## src/rtl/core/rbfk_pkg.sv

```systemverilog
// ----------------------------------------------------------------------------
// rbfk_pkg
// Shared types and constants for the Gaussian RBF kernel block.
// ----------------------------------------------------------------------------
package rbfk_pkg;

    localparam int MAX_ELEMENTS = 1024;
    localparam int CNT_W        = $clog2(MAX_ELEMENTS + 1);
    localparam int DIST_W       = 42;
    localparam int X_W          = 58;

    localparam logic [DIST_W-1:0] ACC_MAX   = {DIST_W{1'b1}};
    localparam logic [X_W-1:0]    LN2_Q32   = 58'h0_0000_B172_17F8;
    localparam logic [X_W-1:0]    X_LIMIT   = 58'd12 << 32;
    localparam logic [30:0]       ONE_Q30   = 31'h4000_0000;
    localparam logic [3:0]        LAST_TERM = 4'd14;
    localparam logic [15:0]       GAMMA_RST = 16'd256;

    typedef logic [DIST_W-1:0] dist_t;

    typedef enum logic [12:0] {
        S_IDLE    = 13'b0_0000_0000_0001,
        S_MUL_LO  = 13'b0_0000_0000_0010,
        S_MUL_HI  = 13'b0_0000_0000_0100,
        S_CHECK   = 13'b0_0000_0000_1000,
        S_RANGE   = 13'b0_0000_0001_0000,
        S_TMUL_LO = 13'b0_0000_0010_0000,
        S_TMUL_HI = 13'b0_0000_0100_0000,
        S_RMUL_LO = 13'b0_0000_1000_0000,
        S_RMUL_HI = 13'b0_0001_0000_0000,
        S_ACCUM   = 13'b0_0010_0000_0000,
        S_SCALE   = 13'b0_0100_0000_0000,
        S_DMUL_LO = 13'b0_1000_0000_0000,
        S_DMUL_HI = 13'b1_0000_0000_0000
    } back_state_t;

    typedef struct packed {
        logic  push;
        dist_t dist2;
    } q_wr_t;

    typedef struct packed {
        logic  valid;
        dist_t dist2;
    } q_rd_t;

endpackage

```

## src/rtl/core/rbfk_if.sv

```systemverilog
// ----------------------------------------------------------------------------
// rbfk_if
// Valid/ready channels of the RBF kernel block.
// ----------------------------------------------------------------------------
interface rbfk_in_if;
    logic               valid;
    logic               ready;
    logic signed [15:0] a_elem;
    logic signed [15:0] b_elem;
    logic               last;
    modport source (output valid, a_elem, b_elem, last, input ready);
    modport sink   (input valid, a_elem, b_elem, last, output ready);
endinterface

interface rbfk_out_if;
    logic               valid;
    logic               ready;
    logic        [15:0] kernel_value;
    logic signed [42:0] gamma_derivative;
    modport source (output valid, kernel_value, gamma_derivative, input ready);
    modport sink   (input valid, kernel_value, gamma_derivative, output ready);
endinterface

interface rbfk_cfg_if;
    logic        valid;
    logic        ready;
    logic [15:0] data;
    modport source (output valid, data, input ready);
    modport sink   (input valid, data, output ready);
endinterface

```

## src/rtl/core/rbf_kernel_with_gradient.sv

```systemverilog
// ----------------------------------------------------------------------------
// rbf_kernel_with_gradient
// Gaussian RBF kernel exp(-gamma*||a-b||^2) and its derivative in gamma.
//
//  channel  dir  beat                          notes
//  in_ch    in   a_elem, b_elem, last          one element pair per beat
//  out_ch   out  kernel_value, gamma_derivative one beat per vector pair
//  cfg      in   data (gamma, UQ0.32)          always ready
//
// Pairs are taken one per cycle while the queue is not full; the sum of
// squares is done in the front. The back sequencer reduces its argument
// by ln2 (n <= 17 reduction steps) and skips the series when the exponent
// is out of range; each of the 14 Taylor terms is a two-step multiply, a
// two-step reciprocal multiply for the divide by k, and an accumulate.
// A two-entry queue lets the front keep accepting while the back works;
// in_ch stalls only when that queue is full. No clearing pass after reset.
// ----------------------------------------------------------------------------
module rbf_kernel_with_gradient (
    input  logic        clk,
    input  logic        rst_n,
    rbfk_in_if.sink     in_ch,
    rbfk_out_if.source  out_ch,
    rbfk_cfg_if.sink    cfg
);

    rbfk_pkg::q_wr_t q_wr;
    rbfk_pkg::q_rd_t q_rd;
    logic            q_full;
    logic            pop;

    rbfk_front u_front (
        .clk    (clk),
        .rst_n  (rst_n),
        .in_ch  (in_ch),
        .q_full (q_full),
        .q_wr   (q_wr)
    );

    rbfk_queue u_queue (
        .clk   (clk),
        .rst_n (rst_n),
        .q_wr  (q_wr),
        .pop   (pop),
        .full  (q_full),
        .q_rd  (q_rd)
    );

    rbfk_back u_back (
        .clk    (clk),
        .rst_n  (rst_n),
        .cfg    (cfg),
        .q_rd   (q_rd),
        .pop    (pop),
        .out_ch (out_ch)
    );

endmodule

```

## src/rtl/core/rbfk_front.sv

```systemverilog
// ----------------------------------------------------------------------------
// rbfk_front
// Accepts element pairs, accumulates squared distance, queues it on last.
// ----------------------------------------------------------------------------
module rbfk_front (
    input  logic           clk,
    input  logic           rst_n,
    rbfk_in_if.sink        in_ch,
    input  logic           q_full,
    output rbfk_pkg::q_wr_t q_wr
);

    logic [rbfk_pkg::DIST_W-1:0] acc_reg, acc_next;
    logic [rbfk_pkg::CNT_W-1:0]  cnt_reg, cnt_next;
    logic signed [16:0]          diff;
    logic signed [33:0]          sq_s;
    logic [31:0]                 sq;
    logic [rbfk_pkg::DIST_W:0]   sum;
    logic [rbfk_pkg::DIST_W-1:0] acc_upd;
    logic                        beat;

    assign in_ch.ready = !q_full;
    assign beat        = in_ch.valid && in_ch.ready;

    always_comb
    begin
        diff = 17'(in_ch.a_elem) - 17'(in_ch.b_elem);
        sq_s = diff * diff;
        sq   = sq_s[31:0];
        sum  = {1'b0, acc_reg} + {11'b0, sq};
        if (cnt_reg < rbfk_pkg::CNT_W'(rbfk_pkg::MAX_ELEMENTS))
        begin
            acc_upd  = sum[rbfk_pkg::DIST_W] ? rbfk_pkg::ACC_MAX : sum[rbfk_pkg::DIST_W-1:0];
            cnt_next = cnt_reg + 1'b1;
        end
        else
        begin
            acc_upd  = acc_reg;
            cnt_next = cnt_reg;
        end
        acc_next   = acc_reg;
        q_wr.push  = 1'b0;
        q_wr.dist2 = acc_upd;
        if (beat)
        begin
            if (in_ch.last)
            begin
                q_wr.push = 1'b1;
                acc_next  = '0;
                cnt_next  = '0;
            end
            else
            begin
                acc_next = acc_upd;
            end
        end
        else
        begin
            cnt_next = cnt_reg;
        end
    end

    always_ff @(posedge clk or negedge rst_n)
    begin
        if (!rst_n)
        begin
            acc_reg <= '0;
            cnt_reg <= '0;
        end
        else
        begin
            acc_reg <= acc_next;
            cnt_reg <= cnt_next;
        end
    end

endmodule

```

## src/rtl/core/rbfk_queue.sv

```systemverilog
// ----------------------------------------------------------------------------
// rbfk_queue
// Two-entry queue of finished squared distances between front and back.
// ----------------------------------------------------------------------------
module rbfk_queue (
    input  logic            clk,
    input  logic            rst_n,
    input  rbfk_pkg::q_wr_t q_wr,
    input  logic            pop,
    output logic            full,
    output rbfk_pkg::q_rd_t q_rd
);

    rbfk_pkg::dist_t mem_reg [2];
    logic            wp_reg, wp_next;
    logic            rp_reg, rp_next;
    logic [1:0]      cnt_reg, cnt_next;
    logic            do_pop;

    assign full       = (cnt_reg == 2'd2);
    assign q_rd.valid = (cnt_reg != 2'd0);
    assign q_rd.dist2 = mem_reg[rp_reg];
    assign do_pop     = pop && q_rd.valid;

    always_comb
    begin
        wp_next  = q_wr.push ? !wp_reg : wp_reg;
        rp_next  = do_pop ? !rp_reg : rp_reg;
        cnt_next = cnt_reg + {1'b0, q_wr.push} - {1'b0, do_pop};
    end

    always_ff @(posedge clk)
    begin
        if (q_wr.push)
        begin
            mem_reg[wp_reg] <= q_wr.dist2;
        end
    end

    always_ff @(posedge clk or negedge rst_n)
    begin
        if (!rst_n)
        begin
            wp_reg  <= 1'b0;
            rp_reg  <= 1'b0;
            cnt_reg <= '0;
        end
        else
        begin
            wp_reg  <= wp_next;
            rp_reg  <= rp_next;
            cnt_reg <= cnt_next;
        end
    end

endmodule

```

## src/rtl/core/rbfk_back.sv

```systemverilog
// ----------------------------------------------------------------------------
// rbfk_back
// Sequencer: exp(-gamma*dist2) by ln2 range reduction and Taylor series,
// then the gamma derivative. One shared 31x21 multiplier; the divide by the
// term index is a multiply by a rounded-up reciprocal, exact for 31-bit terms.
// ----------------------------------------------------------------------------
module rbfk_back (
    input  logic            clk,
    input  logic            rst_n,
    rbfk_cfg_if.sink        cfg,
    input  rbfk_pkg::q_rd_t q_rd,
    output logic            pop,
    rbfk_out_if.source      out_ch
);

    rbfk_pkg::back_state_t state_reg, state_next;

    logic [15:0]                 gamma_reg;
    logic [rbfk_pkg::DIST_W-1:0] dist_reg, dist_next;
    logic [rbfk_pkg::X_W-1:0]    x_reg, x_next;
    logic [51:0]                 prod_reg, prod_next;
    logic [4:0]                  n_reg, n_next;
    logic [29:0]                 r30_reg, r30_next;
    logic [30:0]                 term_reg, term_next;
    logic [30:0]                 quot_reg, quot_next;
    logic [3:0]                  k_reg, k_next;
    logic signed [32:0]          sum_reg, sum_next;
    logic [15:0]                 kv_reg, kv_next;
    logic                        ov_reg, ov_next;
    logic [15:0]                 okv_reg, okv_next;
    logic signed [42:0]          oder_reg, oder_next;

    logic [30:0] mul_a;
    logic [20:0] mul_b;
    logic [51:0] mul_p;
    logic [35:0] recip;
    logic [60:0] tfull;
    logic [66:0] qfull;
    logic [57:0] dfull;
    logic [31:0] sum_pos;
    logic [5:0]  sh;
    logic [47:0] rnd;

    // ceil(2^35 / k)
    function automatic logic [35:0] recip_of(input logic [3:0] k);
        case (k)
            4'd1:    recip_of = 36'h8_0000_0000;
            4'd2:    recip_of = 36'h4_0000_0000;
            4'd3:    recip_of = 36'h2_AAAA_AAAB;
            4'd4:    recip_of = 36'h2_0000_0000;
            4'd5:    recip_of = 36'h1_9999_999A;
            4'd6:    recip_of = 36'h1_5555_5556;
            4'd7:    recip_of = 36'h1_2492_4925;
            4'd8:    recip_of = 36'h1_0000_0000;
            4'd9:    recip_of = 36'h0_E38E_38E4;
            4'd10:   recip_of = 36'h0_CCCC_CCCD;
            4'd11:   recip_of = 36'h0_BA2E_8BA3;
            4'd12:   recip_of = 36'h0_AAAA_AAAB;
            4'd13:   recip_of = 36'h0_9D89_D89E;
            4'd14:   recip_of = 36'h0_9249_2493;
            default: recip_of = '0;
        endcase
    endfunction

    assign cfg.ready               = 1'b1;
    assign out_ch.valid            = ov_reg;
    assign out_ch.kernel_value     = okv_reg;
    assign out_ch.gamma_derivative = oder_reg;

    always_comb
    begin
        recip = recip_of(k_reg);
        mul_a = '0;
        mul_b = '0;
        case (state_reg)
            rbfk_pkg::S_MUL_LO:  begin mul_a = {15'b0, gamma_reg}; mul_b = dist_reg[20:0]; end
            rbfk_pkg::S_MUL_HI:  begin mul_a = {15'b0, gamma_reg}; mul_b = dist_reg[41:21]; end
            rbfk_pkg::S_TMUL_LO: begin mul_a = term_reg; mul_b = {6'b0, r30_reg[14:0]}; end
            rbfk_pkg::S_TMUL_HI: begin mul_a = term_reg; mul_b = {6'b0, r30_reg[29:15]}; end
            rbfk_pkg::S_RMUL_LO: begin mul_a = quot_reg; mul_b = recip[20:0]; end
            rbfk_pkg::S_RMUL_HI: begin mul_a = quot_reg; mul_b = {6'b0, recip[35:21]}; end
            rbfk_pkg::S_DMUL_LO: begin mul_a = {15'b0, kv_reg}; mul_b = dist_reg[20:0]; end
            rbfk_pkg::S_DMUL_HI: begin mul_a = {15'b0, kv_reg}; mul_b = dist_reg[41:21]; end
            default:             begin mul_a = '0; mul_b = '0; end
        endcase
        mul_p = mul_a * mul_b;
    end

    always_comb
    begin
        state_next = state_reg;
        dist_next  = dist_reg;
        x_next     = x_reg;
        prod_next  = prod_reg;
        n_next     = n_reg;
        r30_next   = r30_reg;
        term_next  = term_reg;
        quot_next  = quot_reg;
        k_next     = k_reg;
        sum_next   = sum_reg;
        kv_next    = kv_reg;
        ov_next    = ov_reg && !out_ch.ready;
        okv_next   = okv_reg;
        oder_next  = oder_reg;
        pop        = 1'b0;

        tfull   = {9'b0, prod_reg} + {mul_p[45:0], 15'b0};
        qfull   = {15'b0, prod_reg} + {mul_p[45:0], 21'b0};
        dfull   = {6'b0, prod_reg} + {mul_p[36:0], 21'b0} + 58'd16384;
        sum_pos = sum_reg[32] ? 32'd0 : sum_reg[31:0];
        sh      = 6'd15 + {1'b0, n_reg};
        rnd     = ({16'b0, sum_pos} + (48'd1 << (sh - 6'd1))) >> sh;

        case (state_reg)
            rbfk_pkg::S_IDLE:
            begin
                if (q_rd.valid)
                begin
                    pop        = 1'b1;
                    dist_next  = q_rd.dist2;
                    state_next = rbfk_pkg::S_MUL_LO;
                end
            end
            rbfk_pkg::S_MUL_LO:
            begin
                prod_next  = mul_p;
                state_next = rbfk_pkg::S_MUL_HI;
            end
            rbfk_pkg::S_MUL_HI:
            begin
                x_next     = {6'b0, prod_reg} + {mul_p[36:0], 21'b0};
                state_next = rbfk_pkg::S_CHECK;
            end
            rbfk_pkg::S_CHECK:
            begin
                n_next = '0;
                if (x_reg >= rbfk_pkg::X_LIMIT)
                begin
                    kv_next    = '0;
                    state_next = rbfk_pkg::S_DMUL_LO;
                end
                else
                begin
                    state_next = rbfk_pkg::S_RANGE;
                end
            end
            rbfk_pkg::S_RANGE:
            begin
                // one ln2 subtraction per cycle, n stays below 18
                if (x_reg >= rbfk_pkg::LN2_Q32)
                begin
                    x_next = x_reg - rbfk_pkg::LN2_Q32;
                    n_next = n_reg + 1'b1;
                end
                else
                begin
                    r30_next   = x_reg[31:2];
                    term_next  = rbfk_pkg::ONE_Q30;
                    sum_next   = 33'(rbfk_pkg::ONE_Q30);
                    k_next     = 4'd1;
                    state_next = rbfk_pkg::S_TMUL_LO;
                end
            end
            rbfk_pkg::S_TMUL_LO:
            begin
                prod_next  = mul_p;
                state_next = rbfk_pkg::S_TMUL_HI;
            end
            rbfk_pkg::S_TMUL_HI:
            begin
                quot_next  = tfull[60:30];
                state_next = rbfk_pkg::S_RMUL_LO;
            end
            rbfk_pkg::S_RMUL_LO:
            begin
                prod_next  = mul_p;
                state_next = rbfk_pkg::S_RMUL_HI;
            end
            rbfk_pkg::S_RMUL_HI:
            begin
                quot_next  = qfull[65:35];
                state_next = rbfk_pkg::S_ACCUM;
            end
            rbfk_pkg::S_ACCUM:
            begin
                term_next = quot_reg;
                if (k_reg[0])
                begin
                    sum_next = sum_reg - $signed({2'b0, quot_reg});
                end
                else
                begin
                    sum_next = sum_reg + $signed({2'b0, quot_reg});
                end
                if (k_reg == rbfk_pkg::LAST_TERM)
                begin
                    state_next = rbfk_pkg::S_SCALE;
                end
                else
                begin
                    k_next     = k_reg + 1'b1;
                    state_next = rbfk_pkg::S_TMUL_LO;
                end
            end
            rbfk_pkg::S_SCALE:
            begin
                kv_next    = rnd[15:0];
                state_next = rbfk_pkg::S_DMUL_LO;
            end
            rbfk_pkg::S_DMUL_LO:
            begin
                prod_next  = mul_p;
                state_next = rbfk_pkg::S_DMUL_HI;
            end
            rbfk_pkg::S_DMUL_HI:
            begin
                if (!ov_reg || out_ch.ready)
                begin
                    ov_next    = 1'b1;
                    okv_next   = kv_reg;
                    oder_next  = -$signed(dfull[57:15]);
                    state_next = rbfk_pkg::S_IDLE;
                end
            end
            default:
            begin
                state_next = rbfk_pkg::S_IDLE;
            end
        endcase
    end

    always_ff @(posedge clk)
    begin
        dist_reg <= dist_next;
        x_reg    <= x_next;
        prod_reg <= prod_next;
        n_reg    <= n_next;
        r30_reg  <= r30_next;
        term_reg <= term_next;
        quot_reg <= quot_next;
        k_reg    <= k_next;
        sum_reg  <= sum_next;
        kv_reg   <= kv_next;
        okv_reg  <= okv_next;
        oder_reg <= oder_next;
    end

    always_ff @(posedge clk or negedge rst_n)
    begin
        if (!rst_n)
        begin
            state_reg <= rbfk_pkg::S_IDLE;
            ov_reg    <= 1'b0;
            gamma_reg <= rbfk_pkg::GAMMA_RST;
        end
        else
        begin
            state_reg <= state_next;
            ov_reg    <= ov_next;
            if (cfg.valid)
            begin
                gamma_reg <= cfg.data;
            end
        end
    end

endmodule

```

## src/flat_wrapper.sv

```systemverilog
// flat-port wrapper written by rule: the top's interface ports become plain ports
module rbf_kernel_with_gradient_flat 
  (clk, rst_n, in_ch_valid, in_ch_a_elem, in_ch_b_elem, in_ch_last, in_ch_ready, out_ch_valid, out_ch_kernel_value, out_ch_gamma_derivative, out_ch_ready, cfg_valid, cfg_data, cfg_ready);
  rbfk_in_if in_ch_i ();
  rbfk_out_if out_ch_i ();
  rbfk_cfg_if cfg_i ();
  input  logic clk;
  input  logic rst_n;
  input wire logic [$bits(in_ch_i.valid)-1:0] in_ch_valid;
  input wire logic [$bits(in_ch_i.a_elem)-1:0] in_ch_a_elem;
  input wire logic [$bits(in_ch_i.b_elem)-1:0] in_ch_b_elem;
  input wire logic [$bits(in_ch_i.last)-1:0] in_ch_last;
  output wire logic [$bits(in_ch_i.ready)-1:0] in_ch_ready;
  output wire logic [$bits(out_ch_i.valid)-1:0] out_ch_valid;
  output wire logic [$bits(out_ch_i.kernel_value)-1:0] out_ch_kernel_value;
  output wire logic [$bits(out_ch_i.gamma_derivative)-1:0] out_ch_gamma_derivative;
  input wire logic [$bits(out_ch_i.ready)-1:0] out_ch_ready;
  input wire logic [$bits(cfg_i.valid)-1:0] cfg_valid;
  input wire logic [$bits(cfg_i.data)-1:0] cfg_data;
  output wire logic [$bits(cfg_i.ready)-1:0] cfg_ready;
  assign in_ch_i.valid = in_ch_valid;
  assign in_ch_i.a_elem = in_ch_a_elem;
  assign in_ch_i.b_elem = in_ch_b_elem;
  assign in_ch_i.last = in_ch_last;
  assign in_ch_ready = in_ch_i.ready;
  assign out_ch_valid = out_ch_i.valid;
  assign out_ch_kernel_value = out_ch_i.kernel_value;
  assign out_ch_gamma_derivative = out_ch_i.gamma_derivative;
  assign out_ch_i.ready = out_ch_ready;
  assign cfg_i.valid = cfg_valid;
  assign cfg_i.data = cfg_data;
  assign cfg_ready = cfg_i.ready;
  rbf_kernel_with_gradient u_core (.clk(clk), .rst_n(rst_n), .in_ch(in_ch_i), .out_ch(out_ch_i), .cfg(cfg_i));
endmodule
```

## config.mk

```make
export PLATFORM = sky130hd
export DESIGN_NAME = rbf_kernel_with_gradient_flat
export DESIGN_NICKNAME = d
export VERILOG_FILES = /design/src/rtl/core/rbfk_pkg.sv /design/src/rtl/core/rbfk_if.sv /design/src/rtl/core/rbf_kernel_with_gradient.sv /design/src/rtl/core/rbfk_front.sv /design/src/rtl/core/rbfk_queue.sv /design/src/rtl/core/rbfk_back.sv /design/src/flat_wrapper.sv
export SDC_FILE = /design/constraint.sdc
export NUM_CORES = 2
export LEC_CHECK = 0
export BUFFER_PORTS_ARGS = -buffer_cell sky130_fd_sc_hd__buf_2
export CORE_MARGIN = 1
export CORE_UTILIZATION = 55
export DETAILED_ROUTE_END_ITERATION = 8
export PLACE_DENSITY = 0.71
export SYNTH_ARGS = -nofsm -noshare
export SYNTH_HDL_FRONTEND = slang
export SYNTH_SLANG_ARGS = --single-unit
export TNS_END_PERCENT = 5
```

## constraint.sdc

```tcl
create_clock -name clk -period 16.35 [get_ports clk]
set_clock_uncertainty 0.1 [all_clocks]
set_input_delay 1.635 -clock clk [delete_from_list [all_inputs] [get_ports clk]]
set_output_delay 1.635 -clock clk [all_outputs]
set_load 0.02 [all_outputs]
```

# Word-level counts from Yosys, hierarchy flattened
# Memory sizes are Yosys's and may differ from the RTL's. A register that Yosys moved wholly into a read port is not among the register bits.
# Index checks and enable logic that the tools add are counted.
classes:
  addsub: 18
  multipliers: 2
  order_cmp: 3
  n_eq_ne: 21
  shift: 2
  mux: 38
  bitwise_logic: 1
  reduce_logical: 33
ops:
  columns: ["cell", "n"]
  rows:
  - ["one-hot mux 13 bit (13 select lines)", 1]
  - ["2-to-1 mux 42 bit", 3]
  - ["one-hot mux 21 bit (6 select lines)", 1]
  - ["one-hot mux 31 bit (2 select lines)", 2]
  - ["one-hot mux 31 bit (4 select lines)", 1]
  - ["one-hot mux 58 bit (2 select lines)", 1]
  - ["adder 52 x 66 -> 66 bit", 1]
  - ["2-to-1 mux 33 bit", 2]
  - ["one-hot mux 33 bit (2 select lines)", 1]
  - ["adder 52 x 61 -> 61 bit", 1]
  - ["adder 52 x 58 -> 58 bit", 1]
  - ["adder 58 x 15 -> 58 bit, second input constant", 1]
  - [">= comparator 58 x 32 -> 1 bit, second input constant", 1]
  - [">= comparator 58 x 36 -> 1 bit, second input constant", 1]
  - ["2-to-1 mux 58 bit", 1]
  - ["subtractor 58 x 32 -> 58 bit, second input constant", 1]
  - ["multiplier 31 x 21 -> 52 bit", 1]
  - ["adder 32 x 48 -> 48 bit", 1]
  - ["<< shifter 1 x 6 -> 48 bit, first input constant", 1]
  - ["right shift 48 x 6 -> 16 bit", 1]
  - ["adder 42 x 32 -> 43 bit", 1]
  - ["negator 43 bit", 1]
  - ["2-to-1 mux 13 bit", 3]
  - ["adder 33 x 32 -> 33 bit", 1]
  - ["other kinds (48)", 88]
totals:
  register_bits: 406
  ramBits: 84
  rom_bits: 576
  inputBits: 54
  output_inout_bits: 62
  elab_cells: 139
  memories: 2
mem_list:
  columns: ["memory", "words", "word_bits", "read_ports", "rd_clocked_by_memory_dff", "write_ports", "line_no", "rtl"]
  rows:
  - ["(no name shown)", 16, 36, 1, 1, 0, "rbfk_back.sv:46", "case (k)"]
  - ["u_core.u_queue.mem_reg", 2, 42, 1, 1, 1, "rbfk_queue.sv:14", "rbfk_pkg::dist_t mem_reg [2];"]

# Logic depth before layout (Yosys ltp)
depth:
  depth_word: 7
  depth_mapped: 56

# Modules after synthesis
# Synthesis repeated with hierarchy kept, for this count alone.
unflattened:
  cells_unflattened: 7256
  hier_area_um2: 67562.3
by_module_without_submodules:
  columns: ["module", "instances", "cells_per_inst", "area_each_um2", "seq_area_each_um2"]
  rows:
  - ["rbfk_back", 1, 5453, 49540.0, 12094.1]
  - ["rbfk_front", 1, 1655, 14589.0, 1326.3]
  - ["rbfk_queue", 1, 148, 3433.3, 2622.5]

# Worst setup path after synthesis
# No wires, ideal clock.
synth_timing:
  path_kind: "register to register"
  from: "register u_core.u_back.state_reg[11]"
  to: "register u_core.u_back.oder_reg[42], in the netlist u_core.u_back.out_ch.gamma_derivative[42], data pin"
  setup_ns: 0.265
  arrival_ns: 12.743
  required_ns: 15.985
  path_slack_ns: 3.242
  stages_incl_launch_ff: 50
  period_less_slack_ns: 13.108
  cell_sequence: "dfrtp_1 -> clkbuf_1 -> or4_1 -> nor3_1 -> nand2_1 -> nor3b_1 -> clkbuf_1 -> a22oi_1 -> nand3_1 -> clkbuf_1 -> nand2_1 -> fa_1 -> inv_1 -> fa_1 -> inv_1 -> fa_1 -> inv_1 -> fa_1 -> [14 not listed] -> nand2b_1 -> xor2_1 -> ha_1 -> a21oi_1 -> o21ai_0 -> nor3_1 -> nand3_1 -> a41oi_1 -> xnor2_1 -> nand4_1 -> or4_1 -> or2_1 -> buf_2 -> o31a_1 -> nor4b_1 -> and4bb_1 -> mux2i_1 -> xor2_1"
synth_via:
  elab_chain_len: 7
  elab_cells_between_ends: 20
  classes_between: "add/sub: 3; mul: 1; eq/ne: 8; mux: 2; reduce/logical: 6"
synth_lines:
  columns: ["item", "line_no", "rtl"]
  rows:
  - ["start: declaration", "rbfk_back.sv:16", "rbfk_pkg::back_state_t state_reg, state_next;"]
  - ["start signal: assignment", "rbfk_back.sv:252", "state_reg <= rbfk_pkg::S_IDLE;"]
  - ["start signal: assignment", "rbfk_back.sv:258", "state_reg <= state_next;"]
  - ["== test 13 bit, or another cell as far along", "rbfk_back.sv:75", "case (state_reg)"]
  - ["OR reduction 2 bit (no line)", null, null]
  - ["one-hot mux 21 bit (6 select lines) or one-hot mux 31 bit (4 select lines) (tied branches)", "rbfk_back.sv:75", null]
  - ["multiplier 31 x 21 -> 52 bit (*)", "rbfk_back.sv:86", "mul_p = mul_a * mul_b;"]
  - ["via u_core.u_back.mul_p[20]", "rbfk_back.sv:35", "logic [51:0] mul_p;"]
  - ["adder 52 x 58 -> 58 bit (*)", "rbfk_back.sv:109", "dfull = {6'b0, prod_reg} + {mul_p[36:0], 21'b0} + 58'd16384;"]
  - ["adder 58 x 15 -> 58 bit (*)", "rbfk_back.sv:109", null]
  - ["negator 43 bit (*)", "rbfk_back.sv:221", "oder_next = -$signed(dfull[57:15]);"]
  - ["end signal: assignment", "rbfk_back.sv:245", "oder_reg <= oder_next;"]
  - ["end: declaration", "rbfk_back.sv:31", "logic signed [42:0] oder_reg, oder_next;"]
# The timed path passes the listed nets; every way through them passes the cells marked *.
# A chain may end at the register's enable or synchronous reset.

# Final worst setup path
# Ends and elaborated chain as after synthesis.

==> impl_metrics.json <==
{
  "rr_worst_depth": 45,
  "max_freq_ghz": 0.0667,
  "cts_sinks": 557,
  "synthDistinctLibCells": 105,
  "dp_hpwl_mm": 161,
  "crit_fanout": 13,
  "cp.buffers_inverters": 5,
  "hold_violations": 0,
  "io_buffers": 114,
  "synth_fa_ha_area_share_pct": 33.2,
  "drt_iter0_markers": 5541,
  "synth_edf_count": 445,
  "worst_ep_required_time_ns": 16.62,
  "path_depth": 45,
  "synth_fp_nets": 8380,
  "gr-total-overflow": 0,
  "num_rows": 126,
  "cts_tree": "done",
  "nNetsFinal": 8390,
  "reg2reg_slack_ns": 1.35,
  "violations": "DRC",
  "synth_top_area_share_pct": 24.7,
  "relSlewSlack_pct": 11.0,
  "grt_pass1_vias": 52900,
  "synthFlopType": "edfxtp_1",
  "yosys_warnings": 0,
  "min_period_ns": 15.00,
  "endpoint": "u_core.u_back.out_ch.gamma_derivative[42]",
  "setup_viol_count_final": 0,
  "fill_cells": 10200,
  "vias": 52600,
  "outcome": "complete, but fails checks",
  "critPathMaxStageDelay_ns": 0.71,
  "die-width_um": 347,
  "yosys.area.top_type": "fa_1",
  "cts_root_buf": "clkbuf_16",
  "cts-buffers-inserted": 67,
  "synth_xor_area_share_pct": 5.16,
  "async_reset_ff_share_pct": 15.6,
  "postCtsHoldBufs": 0,
  "synth_top_family_by_area": "adder cells",
  "avgViaCountPerCell": 6.07,
  "synthTopCellsByArea": "fa_1, edfxtp_1, ha_1",
  "dieHeight_um": 347,
  "start_kind": "flip-flop",
  "synth_compound_area_share_pct": 11.5,
  "wl_per_cell_um": 23.5,
  "synth.avg_cell_area_um2": 9.27,
  "fin_cells": 8677,
  "core_um2": 118000,
  "cpMostUsedCell": "fa_1",
  "ant_nets": 0,
  "arrival_ns": 15.27,
  "syn_to_final_growth_pct": 7.24,
  "final.setup.tns_ns": 0,
  "h-tree-depth": 3,
  "cts_resized": 0,
  "insertion_delay_ns": 0.65,
  "largest_register_ffs": 84,
  "grt_max_degree": 74,
  "synthSimpleGateAreaFrac_pct": 16.1,
  "maxSlewViolCount": 0,
  "worstSetupStartpoint": "u_core.u_back.state_reg[11]",
  "dr.pass1.iters": 9,
  "seq_area_frac_synth_pct": 24.5,
  "initial_utilization_pct": 55.5,
  "yosys-mux-area-fraction_pct": 2.12,
  "reg2reg_from": "u_core.u_back.state_reg[11]",
  "r2r-end": "u_core.u_back.out_ch.gamma_derivative[42]",
  "placedCellCount": 8551,
  "post_cts_buffers": 0,
  "path_clk_slew_ns": 0.06,
  "synth_cells": 7074,
  "grt_pass1_wl_mm": 314,
  "die_area_um2": 121000,
  "grt_use_total_pct": 34.2,
  "drive_gt1_share_pct": 7.20,
  "drv_cap": 0,
  "critPathTopFamily": "simple AND/OR/NAND/NOR gates",
  "critPathKind": "flip-flop to flip-flop",
  "period_share_pct": 91.7,
  "tightest_slew_ns": 1.33,
  "rsz0062_at_grt": "no",
  "crit_slowest_cell": "nor3_1",
  "hold_class": "flip-flop to flip-flop",
  "yosys_register_bits": 557,
  "endpoint_kind": "flip-flop",
  "routed_wl_mm": 204,
  "io_pins": 116,
  "antenna_found_initial": 8,
  "drc_errors": 15,
  "synthesis.area_um2": 65500,
  "gp_congestion": 1.01,
  "cts_buffer_depth": 3
}
logic make-up (layout without fill, tap and decap cells):
logic type,after synthesis,count (layout)
simple gates,2305,2305
buf+inv,1300,1363
fa+ha+maj,1252,1252
compound gates,1153,1153
flops,557,557
xor+xnor,383,383
mux,123,123
other cells,1,5
cell usage after synthesis, drive strengths merged, types with 84 or more instances:
master     n
a21o      99
a21oi    300
and2     116
clkbuf   270
dfrtp     85
edfxtp   445
fa       808
ha       444
inv     1007
mux2      84
nand2    838
nand3    102
nor2     697
nor3     135
o21ai    242
xnor2    253
xor2     130
worst min path at each step:
| stage | cells past startpoint | slack [ns] | startpoint | to |
|---|---|---|---|---|
| finish | 0 | 0.38 | u_core.u_back.x_reg[27] | u_core.u_back.r30_reg[25] |
| detailed placement | 0 | 0.36 | u_core.u_back.x_reg[27] | u_core.u_back.r30_reg[25] |
| global route | 0 | 0.40 | u_core.u_back.x_reg[4] | u_core.u_back.r30_reg[2] |
| CTS | 0 | 0.38 | u_core.u_back.x_reg[27] | u_core.u_back.r30_reg[25] |
| floorplan | 0 | 0.33 | u_core.u_back.kv_reg[10] | u_core.u_back.out_ch.kernel_value[10] |
| global placement | 0 | 0.36 | u_core.u_back.x_reg[27] | u_core.u_back.r30_reg[25] |
stage by stage:
stage                     setup WS (ns)  hold slack (ns)  utilization, %  instance area, um2
after CTS                          1.63            0.378            59.5               70300
after global routing              0.339            0.396            59.5               70300
after global placement             2.21            0.360            57.5               67900
final                              1.35            0.382            59.5               70300
after detailed placement           1.70            0.364            57.5               67900
after floorplan                    3.24            0.327               -               65500
metal layers:
metal / GRT usage [%] / up-vias / part of all wire (%)
met3: 6.41 / 507 / 9.5
met1: 46.6 / 26100 / 41
li1: - / 23600 / -
met4: 16.4 / 8 / 5.4
met2: 52.7 / 2499 / 44
met5: 0 / - / 0.028
final cells by class:
class,count,area [um2],share of cell area [%]
antenna,4,10.0,0.0142
tap,1536,1920,2.73
timing repair buffer,229,1440,2.04
multi-input combinational,5217,44700,63.6
clock inverter,44,596,0.847
clock buffer,78,1760,2.50
inverter,1012,3800,5.40
sequential,557,16000,22.8
placed cells by master, fill, tap and decap left out, types with 113 or more instances in the layout:
master    count
nand2_1     838
xnor2_1     253
nor3_1      133
o21ai_0     226
fa_1        808
xor2_1      128
inv_1      1001
edfxtp_1    445
buf_4       116
nor2_1      690
ha_1        444
a21oi_1     298
and2_1      114
buf_2       113
worst register-to-register path, delay by kind of cell, from the launching register on:
| kind | cells | cell delay (ns) |
|---|---|---|
| flops | 1 | 0.48 |
| fa+ha+maj | 9 | 4.27 |
| buf+inv | 5 | 0.31 |
| simple gates | 15 | 5.36 |
| mux | 1 | 0.21 |
| xor+xnor | 3 | 0.87 |
| compound gates | 12 | 3.10 |
Power is not shown: default switching activity piles up to over one toggle a cycle in this logic, so the estimate is an artifact.
